===== src/msb_pkg.sv =====
// Shared constants, types and helpers for the multi-stack shared buffer.
`default_nettype none
package msb_pkg;

  localparam int NUM_STACKS = 4;
  localparam int NUM_SLOTS  = 16;

  // A pointer holds a slot index or the null code NUM_SLOTS.
  localparam int PTR_W  = $clog2(NUM_SLOTS + 1);
  localparam int SLOT_W = $clog2(NUM_SLOTS);
  localparam int SID_W  = 2;
  localparam int STK_W  = (NUM_STACKS > 1) ? $clog2(NUM_STACKS) : 1;
  localparam int STK_CALC_W = (STK_W > SID_W) ? STK_W : SID_W;

  typedef logic [PTR_W-1:0]  ptr_t;
  typedef logic [SLOT_W-1:0] slot_t;
  typedef logic [STK_W-1:0]  stk_t;
  typedef logic [1:0]        status_t;

  localparam ptr_t PTR_NULL = ptr_t'(NUM_SLOTS);

  localparam logic OP_PUSH = 1'b0;
  localparam logic OP_POP  = 1'b1;

  localparam status_t ST_OK    = 2'd0;
  localparam status_t ST_FULL  = 2'd1;
  localparam status_t ST_EMPTY = 2'd2;

  localparam logic signed [31:0] EMPTY_WORD = 32'sh7FFF_FFFF;

  // Reduce a stack id modulo NUM_STACKS; the id is below four, so three
  // compare-and-subtract steps always suffice.
  function automatic stk_t stk_index(input logic [SID_W-1:0] sid);
    logic [STK_CALC_W-1:0] v;
    v = STK_CALC_W'(sid);
    for (int i = 0; i < 3; i++) begin
      if (int'(v) >= NUM_STACKS) begin
        v = v - STK_CALC_W'(NUM_STACKS);
      end
    end
    return v[STK_W-1:0];
  endfunction

endpackage
`default_nettype wire


===== src/msb_if.sv =====
// Request and result channel interfaces of the multi-stack shared buffer.
`default_nettype none
interface msb_in_if import msb_pkg::*; ();
  logic               valid;
  logic               ready;
  logic               operation;
  logic [SID_W-1:0]   stack_id;
  logic signed [31:0] push_value;

  modport source (output valid, output operation, output stack_id, output push_value,
                  input ready);
  modport sink   (input valid, input operation, input stack_id, input push_value,
                  output ready);
endinterface

interface msb_out_if import msb_pkg::*; ();
  logic               valid;
  logic               ready;
  logic signed [31:0] pop_value;
  status_t            status;

  modport source (output valid, output pop_value, output status, input ready);
  modport sink   (input valid, input pop_value, input status, output ready);
endinterface
`default_nettype wire


===== src/multi_stack_shared_buffer.sv =====
// Several stacks in one shared slot memory, managed by a linked free list.
// A refused push or pop answers in the cycle after acceptance; an accepted
// one first reads the link and data memories into registers, then answers;
// no new request is taken while one is in flight or the output is held.
// Reset: all stacks empty, free list in slot order; ready right after reset,
// untouched slots are tracked by a fill count, so no clearing pass runs.
`default_nettype none
module multi_stack_shared_buffer import msb_pkg::*; (
  input  wire          clk,
  input  wire          rst_n,
  msb_in_if.sink       in_chan,
  msb_out_if.source    out_chan
);

  localparam logic S_IDLE = 1'b0;
  localparam logic S_WAIT = 1'b1;

  logic               state_r;
  ptr_t               free_head_r;
  ptr_t               heads_r [NUM_STACKS];
  ptr_t               fill_r;

  logic               op_r;
  stk_t               stk_r;
  slot_t              slot_r;
  ptr_t               head_r;
  logic signed [31:0] val_r;
  logic               fresh_r;

  ptr_t               link_mem [NUM_SLOTS];
  logic signed [31:0] data_mem [NUM_SLOTS];
  ptr_t               link_rd_r;
  logic signed [31:0] data_rd_r;

  logic               out_valid_r;
  logic signed [31:0] out_pop_value_r;
  status_t            out_status_r;

  logic  out_free;
  logic  accept;
  logic  issue;
  logic  finish;
  stk_t  stk;
  ptr_t  cur_head;
  ptr_t  slot_ptr;
  logic  slot_ok;
  ptr_t  link_val;
  ptr_t  link_wdata;

  assign out_free      = !out_valid_r || out_chan.ready;
  assign in_chan.ready = (state_r == S_IDLE) && out_free;
  assign accept        = in_chan.valid && in_chan.ready;

  assign stk      = stk_index(in_chan.stack_id);
  assign cur_head = heads_r[stk];
  assign slot_ptr = (in_chan.operation == OP_PUSH) ? free_head_r : cur_head;
  assign slot_ok  = slot_ptr < PTR_NULL;
  assign issue    = accept && slot_ok;
  assign finish   = (state_r == S_WAIT) && out_free;

  // A slot never handed out yet still links to its successor.
  always_comb begin
    if (fresh_r) begin
      if (slot_r == slot_t'(NUM_SLOTS - 1)) begin
        link_val = PTR_NULL;
      end else begin
        link_val = ptr_t'(slot_r) + ptr_t'(1);
      end
    end else begin
      link_val = link_rd_r;
    end
  end

  assign link_wdata = (op_r == OP_PUSH) ? head_r : free_head_r;

  always_ff @(posedge clk) begin
    if (issue) begin
      link_rd_r <= link_mem[slot_ptr[SLOT_W-1:0]];
      data_rd_r <= data_mem[slot_ptr[SLOT_W-1:0]];
    end
    if (finish) begin
      link_mem[slot_r] <= link_wdata;
    end
    if (finish && op_r == OP_PUSH) begin
      data_mem[slot_r] <= val_r;
    end
  end

  // Hold the request while the memory read is in flight.
  always_ff @(posedge clk) begin
    if (issue) begin
      op_r    <= in_chan.operation;
      stk_r   <= stk;
      slot_r  <= slot_ptr[SLOT_W-1:0];
      head_r  <= cur_head;
      val_r   <= in_chan.push_value;
      fresh_r <= slot_ptr >= fill_r;
    end
  end

  always_ff @(posedge clk) begin
    if (accept && !slot_ok) begin
      if (in_chan.operation == OP_PUSH) begin
        out_pop_value_r <= '0;
        out_status_r    <= ST_FULL;
      end else begin
        out_pop_value_r <= EMPTY_WORD;
        out_status_r    <= ST_EMPTY;
      end
    end else if (finish) begin
      out_pop_value_r <= (op_r == OP_PUSH) ? 32'sd0 : data_rd_r;
      out_status_r    <= ST_OK;
    end
  end

  always_ff @(posedge clk) begin
    if (!rst_n) begin
      state_r     <= S_IDLE;
      free_head_r <= '0;
      fill_r      <= '0;
      out_valid_r <= 1'b0;
      for (int i = 0; i < NUM_STACKS; i++) begin
        heads_r[i] <= PTR_NULL;
      end
    end else begin
      if (issue) begin
        state_r <= S_WAIT;
      end else if (finish) begin
        state_r <= S_IDLE;
      end

      if (finish) begin
        if (op_r == OP_PUSH) begin
          free_head_r    <= link_val;
          heads_r[stk_r] <= ptr_t'(slot_r);
          if (fresh_r) begin
            fill_r <= fill_r + ptr_t'(1);
          end
        end else begin
          heads_r[stk_r] <= link_val;
          free_head_r    <= ptr_t'(slot_r);
        end
      end

      if ((accept && !slot_ok) || finish) begin
        out_valid_r <= 1'b1;
      end else if (out_chan.ready) begin
        out_valid_r <= 1'b0;
      end
    end
  end

  assign out_chan.valid     = out_valid_r;
  assign out_chan.pop_value = out_pop_value_r;
  assign out_chan.status    = out_status_r;

endmodule
`default_nettype wire

===== src/flat_wrapper.sv =====
// flat-port wrapper written by rule: the top's interface ports become plain ports
module multi_stack_shared_buffer_flat import msb_pkg::*;
  (clk, rst_n, in_chan_valid, in_chan_operation, in_chan_stack_id, in_chan_push_value, in_chan_ready, out_chan_valid, out_chan_pop_value, out_chan_status, out_chan_ready);
  msb_in_if in_chan_i ();
  msb_out_if out_chan_i ();
  input  wire clk;
  input  wire rst_n;
  input wire logic [$bits(in_chan_i.valid)-1:0] in_chan_valid;
  input wire logic [$bits(in_chan_i.operation)-1:0] in_chan_operation;
  input wire logic [$bits(in_chan_i.stack_id)-1:0] in_chan_stack_id;
  input wire logic [$bits(in_chan_i.push_value)-1:0] in_chan_push_value;
  output wire logic [$bits(in_chan_i.ready)-1:0] in_chan_ready;
  output wire logic [$bits(out_chan_i.valid)-1:0] out_chan_valid;
  output wire logic [$bits(out_chan_i.pop_value)-1:0] out_chan_pop_value;
  output wire logic [$bits(out_chan_i.status)-1:0] out_chan_status;
  input wire logic [$bits(out_chan_i.ready)-1:0] out_chan_ready;
  assign in_chan_i.valid = in_chan_valid;
  assign in_chan_i.operation = in_chan_operation;
  assign in_chan_i.stack_id = in_chan_stack_id;
  assign in_chan_i.push_value = in_chan_push_value;
  assign in_chan_ready = in_chan_i.ready;
  assign out_chan_valid = out_chan_i.valid;
  assign out_chan_pop_value = out_chan_i.pop_value;
  assign out_chan_status = out_chan_i.status;
  assign out_chan_i.ready = out_chan_ready;
  multi_stack_shared_buffer u_core (.clk(clk), .rst_n(rst_n), .in_chan(in_chan_i), .out_chan(out_chan_i));
endmodule

===== config.mk =====
export PLATFORM = sky130hd
export DESIGN_NAME = multi_stack_shared_buffer_flat
export DESIGN_NICKNAME = d
export VERILOG_FILES = /design/src/msb_pkg.sv /design/src/msb_if.sv /design/src/multi_stack_shared_buffer.sv /design/src/flat_wrapper.sv
export SDC_FILE = /design/constraint.sdc
export NUM_CORES = 1
export LEC_CHECK = 0
export CORE_ASPECT_RATIO = 0.7
export CORE_UTILIZATION = 58
export CTS_CLUSTER_SIZE = 28
export DETAILED_ROUTE_END_ITERATION = 8
export DONT_BUFFER_PORTS = 1
export PLACE_DENSITY = 0.74
export SETUP_SLACK_MARGIN = 0.02
export SYNTH_ARGS = -nofsm -noshare
export SYNTH_HDL_FRONTEND = slang
export SYNTH_SLANG_ARGS = --single-unit

===== constraint.sdc =====
create_clock -name clk -period 7.3 [get_ports clk]
set_clock_uncertainty 0.2 [all_clocks]
set_input_delay 1.095 -clock clk [delete_from_list [all_inputs] [get_ports clk]]
set_output_delay 1.095 -clock clk [all_outputs]
set_load 0.01 [all_outputs]

Yosys cells after proc, flatten, opt, wreduce, memory -nomap -nowiden
Memory sizes are Yosys's and may differ from the RTL's. A register that Yosys moved wholly into a read port is not among the register bits.
Index checks and enable logic that the tools add are counted.
Word-level totals
  register bits after elaboration: 91
  RAM bits: 612
  input port bits: 39
  output and inout bits: 36
  memories kept: 3
Memory list
  u_core.data_mem: words 16, width 32, rd ports 1, clocked after memory_dff 1, write ports 1, line multi_stack_shared_buffer.sv:31  | logic signed [31:0] data_mem [NUM_SLOTS];
  u_core.link_mem: words 16, width 5, rd ports 1, clocked after memory_dff 1, write ports 1, line multi_stack_shared_buffer.sv:30  | ptr_t link_mem [NUM_SLOTS];
  u_core.heads_r: words 4, width 5, rd ports 1, clocked after memory_dff 0, write ports 4, line multi_stack_shared_buffer.sv:20  | ptr_t heads_r [NUM_STACKS];
Cells by class
  add/sub/neg operators: 2
  order comparisons: 2
  eq/ne operators: 1
  muxes and demuxes: 33
  bitwise operators: 3
  reduce and logical (&&, ||, !) cells: 15
Operators with widths (count)
  $mux 32: 3
  $mux 5: 7
  $mux 31: 1
  $mux 1: 18
  $mux 2: 4
  $logic_and 1x1->1: 6
  $reduce_bool 2->1: 3
  $add 4x1->5 const B: 1
  $add 5x1->5 const B: 1
  $ge 5x5->1: 1
  $lt 5x5->1 const B: 1
  $reduce_or 5->1: 1
  $eq 4x4->1 const B: 1
  $reduce_and 3->1: 1
  $logic_not 1->1: 2
  $logic_or 1x1->1: 2
  $not 1->1: 2
  $or 1x1->1: 1

Logic depth before layout (Yosys ltp)
Gate-level depths: netlist of the first run.
  depth in word-level cells: 9
  gate-level depth with buffers: 13
  mapped depth without buffers: 9

Worst setup path before layout of the first run
Ideal clock, no wire load.
  path type: input to register
  from: input in_chan_stack_id[0]
  to: register u_core.data_rd_r[0] (read register of u_core.data_mem), enable pin
  setup time: 0.524 ns
  arrival time: 5.336 ns
  setup slack: 1.240 ns
  stages on the path: 5
  buffers on the path: 1
  cells stage by stage: buf_6 -> mux4_2 -> nand2_1 -> nand2_1 -> nor2_1
Between the ends
  word-level cells in the longest chain between the ends: 4
RTL lines
  start, declared: line flat_wrapper.sv:10  | input wire logic [$bits(in_chan_i.stack_id)-1:0] in_chan_stack_id;
  $mem_v2 4x5
  via u_core.cur_head[4]: line multi_stack_shared_buffer.sv:44  | ptr_t cur_head;
  $mux 5: line multi_stack_shared_buffer.sv:56  | assign slot_ptr = (in_chan.operation == OP_PUSH) ? free_head_r : cur_head;
  $lt 5x5->1: line multi_stack_shared_buffer.sv:57  | assign slot_ok = slot_ptr < PTR_NULL;
  $logic_and 1x1->1: line multi_stack_shared_buffer.sv:58  | assign issue = accept && slot_ok;
  via u_core.issue: line multi_stack_shared_buffer.sv:41  | logic issue;
  end, declared: line multi_stack_shared_buffer.sv:33  | logic signed [31:0] data_rd_r;
The timed path passes the listed nets, and every way through them passes these cells.
A chain may end at the register's enable or synchronous reset.

Worst setup path after layout of the first run
  from: input in_chan_stack_id[0]
  to: register u_core.data_rd_r[1] (read register of u_core.data_mem), data pin
Between the ends
  word-level cells in the longest chain between the ends: 4
RTL lines (line)
  $mem_v2 4x5 (*)
  $mux 5 (*): multi_stack_shared_buffer.sv:56
  $lt 5x5->1: multi_stack_shared_buffer.sv:57
  $logic_and 1x1->1: multi_stack_shared_buffer.sv:58
Every way passes the cells marked *; elsewhere a longest branch is shown, timed or not.

==> results of run 1 <==
-- cell usage in the layout, fill, tap and decap left out, types with 4 or more instances in the layout --
cell type and n:
a21o_1 33, a21oi_1 193, a221oi_1 37, a22oi_1 37, a32oi_1 111, and2_1 5, buf_4 28, bufinv_16 6
clkbuf_1 11, clkbuf_16 72, clkinv_1 19, clkinv_2 9, dfxtp_1 12, edfxtp_1 728, ha_1 10, inv_1 13
mux2_2 8, mux2i_1 41, mux4_2 5, nand2_1 433, nand2b_1 9, nand3_1 4, nor2_1 31, nor2_4 14
nor2b_1 6, nor3_1 8, nor3_2 4, o21ai_0 9, or2_2 6
-- per-layer routing --
| metal | global-route usage (%) | routed length [µm] |
|---|---|---|
| met5 | 0 | 15 |
| met4 | 7.03 | 1330 |
| met3 | 5.11 | 6150 |
| met2 | 39.5 | 29800 |
| met1 | 38.3 | 26900 |
-- worst reg2reg max path: stages, from the launching register on --
cell	delay, ns
edfxtp_1	0.37
mux4_2	0.52
a21oi_4	0.55
inv_8	0.40
buf_4	0.66
mux2i_1	0.32
a221oi_1	0.11
a21oi_1	0.27
nand2_1	0.07
-- metrics by stage --
step | setup slack [ns] | hold WS [ns] | std cells | area [µm²] | utilization, %
6_report | 3.45 | 0.286 | 2599 | 31500 | 65.1
5_1_grt | 3.30 | 0.325 | 2597 | 31400 | 65.1
4_1_cts | 3.55 | 0.289 | 2597 | 31400 | 65.1
3_5_place_dp | 2.91 | 0.277 | 2473 | 29200 | 60.6
3_3_place_gp | 3.03 | 0.262 | 2473 | 29200 | 60.6
2_1_floorplan | 1.24 | 0.246 | 1913 | 28600 | -
-- area by class of cell --
| type | count | area share, % |
|---|---|---|
| inverter | 14 | 0.191 |
| clock inverter | 41 | 1.15 |
| antenna | 2 | 0.0159 |
| sequential | 740 | 70.3 |
| multi-input combinational | 1034 | 19.1 |
| tap | 655 | 2.61 |
| clock buffer | 83 | 5.86 |
| timing repair buffer | 30 | 0.796 |
-- kinds of logic after synthesis --
group	after synthesis	share of synthesized area, %
DFF	740	77.3
and+or+nand+nor	532	7.40
AOI/OAI and AO/OA	434	10.2
buffers and inverters	139	2.38
muxes	54	2.14
adders and majority gates	10	0.438
xor gates and xnor gates	4	0.123
-- flip-flops by register name (all words and copies together) (netlist names) --
name and cells:
u_core.free_head_r 5, u_core.head_r 5, u_core.out_chan.pop_value 32, u_core.data_mem 512, u_core.stk_r 2, u_core.out_chan.status 2
u_core.op_r 1, u_core.fill_r 5, u_core.link_mem 80, u_core.val_r 32, u_core.out_chan.valid 1, u_core.fresh_r 1
u_core.state_r 1, u_core.slot_r 4, u_core.heads_r 20, u_core.data_rd_r 32, u_core.link_rd_r 5
-- power groups by stage --
stage          sequential [mW]  combinational [mW]  clock, mW
2_1_floorplan             4.89               0.371          0
3_3_place_gp              4.91               0.487          0
3_5_place_dp              4.91               0.502          0
4_1_cts                   4.82               0.505       3.57
5_1_grt                   4.83               0.553       3.73
6_report                  4.82               0.509       3.53
-- how the worst max path moves through the flow --
stage,start,end
2_1_floorplan,in_chan_stack_id[0],u_core.data_rd_r[0]
3_3_place_gp,in_chan_stack_id[0],u_core.data_rd_r[1]
3_5_place_dp,in_chan_stack_id[0],u_core.data_rd_r[1]
4_1_cts,in_chan_stack_id[0],u_core.data_rd_r[1]
5_1_grt,in_chan_stack_id[0],u_core.data_rd_r[1]
6_report,in_chan_stack_id[0],u_core.data_rd_r[1]
==> impl_metrics.ini, run 1 <==
[critical_path]
crit_path_start_kind = input port
reg2reg_slack_ns = 3.58
cp-end-kind = flip-flop
crit_arrival_ns = 4.00
r2r-end = u_core.data_rd_r[1]
reg2reg_depth = 8
cp_cell_sequence = mux4_2 -> a21oi_4 -> inv_8 -> buf_4 -> mux2i_1 -> a221oi_1 -> a21oi_1 -> nand2_1
max_stage_delay_ns = 0.55
crit_family = buffers and inverters
cp_num_buf_inv = 2
cp_max_fo = 140
path_depth = 8
crit_required_ns = 7.45
worst_path_max_delay_cell = a21oi_4
crit_type = input port to flip-flop
r2r_start = u_core.heads_r[2][0]

[power_and_ir_drop]
pwr-share-comb_pct = 5.7
p_switching_mw = 1.94
peakVddDrop_uv = 203
pwr-share-clk_pct = 39.8
power.internal_mw = 6.92
p_leak_nw = 10.2
swShare_pct = 21.9
p_total_mw = 8.86
seqPwrFrac_pct = 54.4
power_density_mw_per_mm2 = 282

[routing]
drtAntennaViolNets = 0
drt_iter0_markers = 2206
first_pass_iters = 5
totalWireLength_um = 64300
vias = 16400
drcViolationCount = 0
routedWlPerCell_um = 24.7
viasPerCell = 6.31

[timing]
fmax_ghz = 0.260
period_minus_slack_ns = 3.85
finalSetupViolCount = 0
slew_violations = 0
rsz0062_at_grt = false
finalCritPeriodShare_pct = 52.7
setup_tns_ns = 0
finalHoldViolations = 0
worst_pin_slew_ns = 1.16
max_slew_margin_pct = 22.4

[logic_synthesis]
ys_seq_area_share_pct = 77.3
synthesis.nets = 1962
synth-seq-cells = 740
synth_edf_count = 728
post_synth_most_frequent_cells = edfxtp_1 (728), nand2_1 (434), a21oi_1 (195), a32oi_1 (111), buf_2 (74)
yosysWarnings = 0
postSynthAreaPerCell_um2 = 14.9
syn_inst = 1913
async_flop_share_pct = 0
synth_top_area_share_pct = 76.4
yosysTopAreaCell = edfxtp_1
synthTopCellsByArea = edfxtp_1 (76%), nand2_1 (5.7%), a21oi_1 (3.4%)
synth_flop_cell = edfxtp_1
ys_types = 41
synth_area_mm2 = 0.0286
yosysMostFrequentCell = edfxtp_1

[run_status]
outcome = complete, no violations

[cts]
clk_pin_slew_ns = 0.06
cts.path.max_buffers = 3
cts-buffers-inserted = 69
cts_tree = done
cts_resized = 0
cts_hold_buf = 0
postCtsSetupBuffers = 0
cts.sinks = 740
htreeDepth = 3
cts-root-buf = clkbuf_16
clk_latency_ns = 0.61

[hold_path]
hp-class = flip-flop to flip-flop
holdPathEnd = u_core.free_head_r[0]
worstHoldPathCells = 2
hold_start = u_core.free_head_r[0]

[grt]
grt_pass1_wl_um = 96200
grt_max_degree = 244
antenna_found_initial = 4
grt_pass1_vias = 16000
groute.usage.overall_pct = 25.9
grt_overflow = 0

[final_layout]
final_nets = 1938
n_fill_cell = 3309
seq_area_mm2 = 0.0221
multiInputGateArea_mm2 = 0.00601
drive_gt1_share_pct = 8.75
area_growth_syn_to_layout_pct = 9.99

[die]
dieArea_mm2 = 0.0502
io_pins = 75
num_rows = 67
die_x_um = 267
die_h_um = 188
start_util_pct = 59.2
core_area_mm2 = 0.0483

[placed_design]
port-buffer-count = 0
dp_hpwl_um = 31500
gp_congestion = 0.855

[run]
maxCapViolCount = 0
Note: power is estimated with default switching activity, not from simulation.
==> run 2: changes to the inputs <==
ABC_AREA = 1   (was unset)
clock period = 3.72 ns   (was 7.3 ns; I/O delays follow)
==> run 2 against run 1 <==
Effect of this change: hold slack got worse by 0.21 ns; largest cell class unchanged; non-clock buffer count is 71 higher; global-route usage up 3.1 points; sequential cell count is the same; power rose by 100%; sequential power grew 98%; first-iteration DRC count grew 33%.
==> impl_metrics.ini, run 2 <==
[logic_synthesis]
yosysWarnings = 0
postSynthAreaPerCell_um2 = 11.2
synth_edf_count = 728
synthTopCellsByArea = edfxtp_1 (69%), nand3_1 (11%), inv_1 (6.2%)
synth_flop_cell = edfxtp_1
synth-seq-cells = 740
syn_inst = 2854
post_synth_most_frequent_cells = edfxtp_1 (728), nand3_1 (713), inv_1 (527), nand2_1 (427), nand3b_1 (111)
ys_types = 36
synth_area_mm2 = 0.0318
async_flop_share_pct = 0
synth_top_area_share_pct = 68.7
yosysTopAreaCell = edfxtp_1
yosysMostFrequentCell = edfxtp_1
ys_seq_area_share_pct = 69.4
synthesis.nets = 2903

[critical_path]
cp-end-kind = flip-flop
worst_path_max_delay_cell = buf_4
crit_arrival_ns = 2.77
crit_path_start_kind = input port
max_stage_delay_ns = 0.63
cp_max_fo = 32
reg2reg_slack_ns = 1.10
cp_cell_sequence = dlygate4sd3_1 -> inv_1 -> nand2_1 -> nand2_2 -> inv_1 -> nand2_1 -> nor3_2 -> buf_4
crit_required_ns = 3.74
r2r_start = u_core.heads_r[0][1]
crit_type = input port to flip-flop
crit_path_start = out_chan_ready

[final_layout]
num_antenna_cells = 0
top_register = u_core.data_mem
mostFrequentLayoutCells = edfxtp_1 (728), nand3_1 (713), inv_1 (524)
largestRegisters = u_core.data_mem x512, u_core.link_mem x80
area_growth_syn_to_layout_pct = 11.5
fin_cells = 3642
final_nets = 2907
drive_gt1_share_pct = 7.11
final_common_cell = edfxtp_1
finalInstanceArea_mm2 = 0.0355
largest_reg_flops = 512
fin_util_pct = 65.8
n_fill_cell = 3922

[timing]
period_minus_slack_ns = 2.75
worst_pin_slew_ns = 0.963
layout_setup_ws_ns = 0.967
max_slew_margin_pct = 35.8
finalHoldViolations = 0
finalSetupViolCount = 0
finalCritPeriodShare_pct = 74.0
slew_violations = 0
rsz0062_at_grt = false
fmax_ghz = 0.363

[placed_design]
gp_congestion = 0.856
dpl.cell_count = 3480
port-buffer-count = 0
place_area_mm2 = 0.0329
dp_hpwl_um = 40900
dp_slack_ns = 0.859

[power_and_ir_drop]
p_leak_nw = 14.1
peakVddDrop_uv = 414
p_total_mw = 18.1
power_density_mw_per_mm2 = 511

[die]
num_rows = 71
dieArea_mm2 = 0.0558
start_util_pct = 59.0
die_x_um = 282
die_h_um = 198
core_area_mm2 = 0.0539
io_pins = 75

[grt]
grt_max_degree = 172
grt_overflow = 0
grt_pass1_wl_um = 120000
antenna_found_initial = 0
groute.usage.overall_pct = 28.9
grt_pass1_vias = 20200

[cts]
cts_tree = done
cts-buffers-inserted = 69
htreeDepth = 3
clk_pin_slew_ns = 0.06
clk_latency_ns = 0.61
cts-root-buf = clkbuf_16
cts.sinks = 740
cts_resized = 0
cts.path.max_buffers = 3

[routing]
routedWlPerCell_um = 21.7
drt_iter0_markers = 2926
vias = 21200
drcViolationCount = 0
drtAntennaViolNets = 0
first_pass_iters = 6
totalWireLength_um = 79200
viasPerCell = 5.81

[run_status]
outcome = complete, no violations

[run]
maxCapViolCount = 0

[hold_path]
hp-class = input port to flip-flop
hold_start = in_chan_operation
-- run 2: cell types whose count changed in the layout (fill, tap and decap cells not counted), moves of 39 or more --
cell,delta
a21oi_1,-179
a32oi_1,-111
inv_1,+511
mux2i_1,-40
nand3_1,+709
nand3b_1,+109
o21ai_0,+39
-- run 2: through the flow --
stage / hold WS [ns] / setup TNS (ns)
4_1_cts: 0.0410 / 0
6_report: 0.0720 / 0
3_3_place_gp: 0.275 / 0
2_1_floorplan: 0.250 / -95.54
3_5_place_dp: 0.295 / 0
5_1_grt: 0.0653 / 0
-- run 2: final cells by class --
type	count	area (µm²)	share of cell area, %
repair buffers	101	1140	3.21
well taps	730	913	2.57
flip-flops and latches	740	22100	62.2
multi-input cells	1417	7110	20.0
clock inverters	42	434	1.22
clock buffers	83	1820	5.13
inverters	529	1990	5.60
-- run 2: path summary, 6_finish.rpt --
path,endpoint,depth (start not counted)
min reg2reg,u_core.fill_r[4],2
max reg2reg,u_core.data_rd_r[0],10
max,u_core.data_mem[8][26],8
min,u_core.out_chan.status[1],2
-- run 2: cells by family after synthesis --
kind of cell	share of synthesized area, %
AOI/OAI and AO/OA	1.30
DFF	69.4
muxes	0.0314
buffers and inverters	8.79
xor gates and xnor gates	0.0550
and+or+nand+nor	20.0
adders and majority gates	0.393
-- run 2: what timing repair did --
| action | in CTS | in global routing |
|---|---|---|
| hold buffers | 37 | 0 |
| endpoints found under the hold margin | 41 | 0 |
| buffers inserted | 0 | 0 |
-- run 2: per-layer routing --
metal	vias to the layer above	part of all wire (%)	track usage (%)
li1	9644	-	-
met1	10100	40	41.0
met2	1248	46	45.4
met3	173	11	5.86
met4	0	2.8	8.90
met5	-	0	0
-- run 2: power by group --
part	leakage [nW]	internal (mW)	switching [mW]
logic	6.25	0.429	1.00
clock network	1.10	4.08	3.08
registers	6.72	9.38	0.165
-- run 2: critical path, delay by kind of cell --
family | cells | cell delay, ns
simple gates | 4 | 0.74
buf+inv | 4 | 1.44
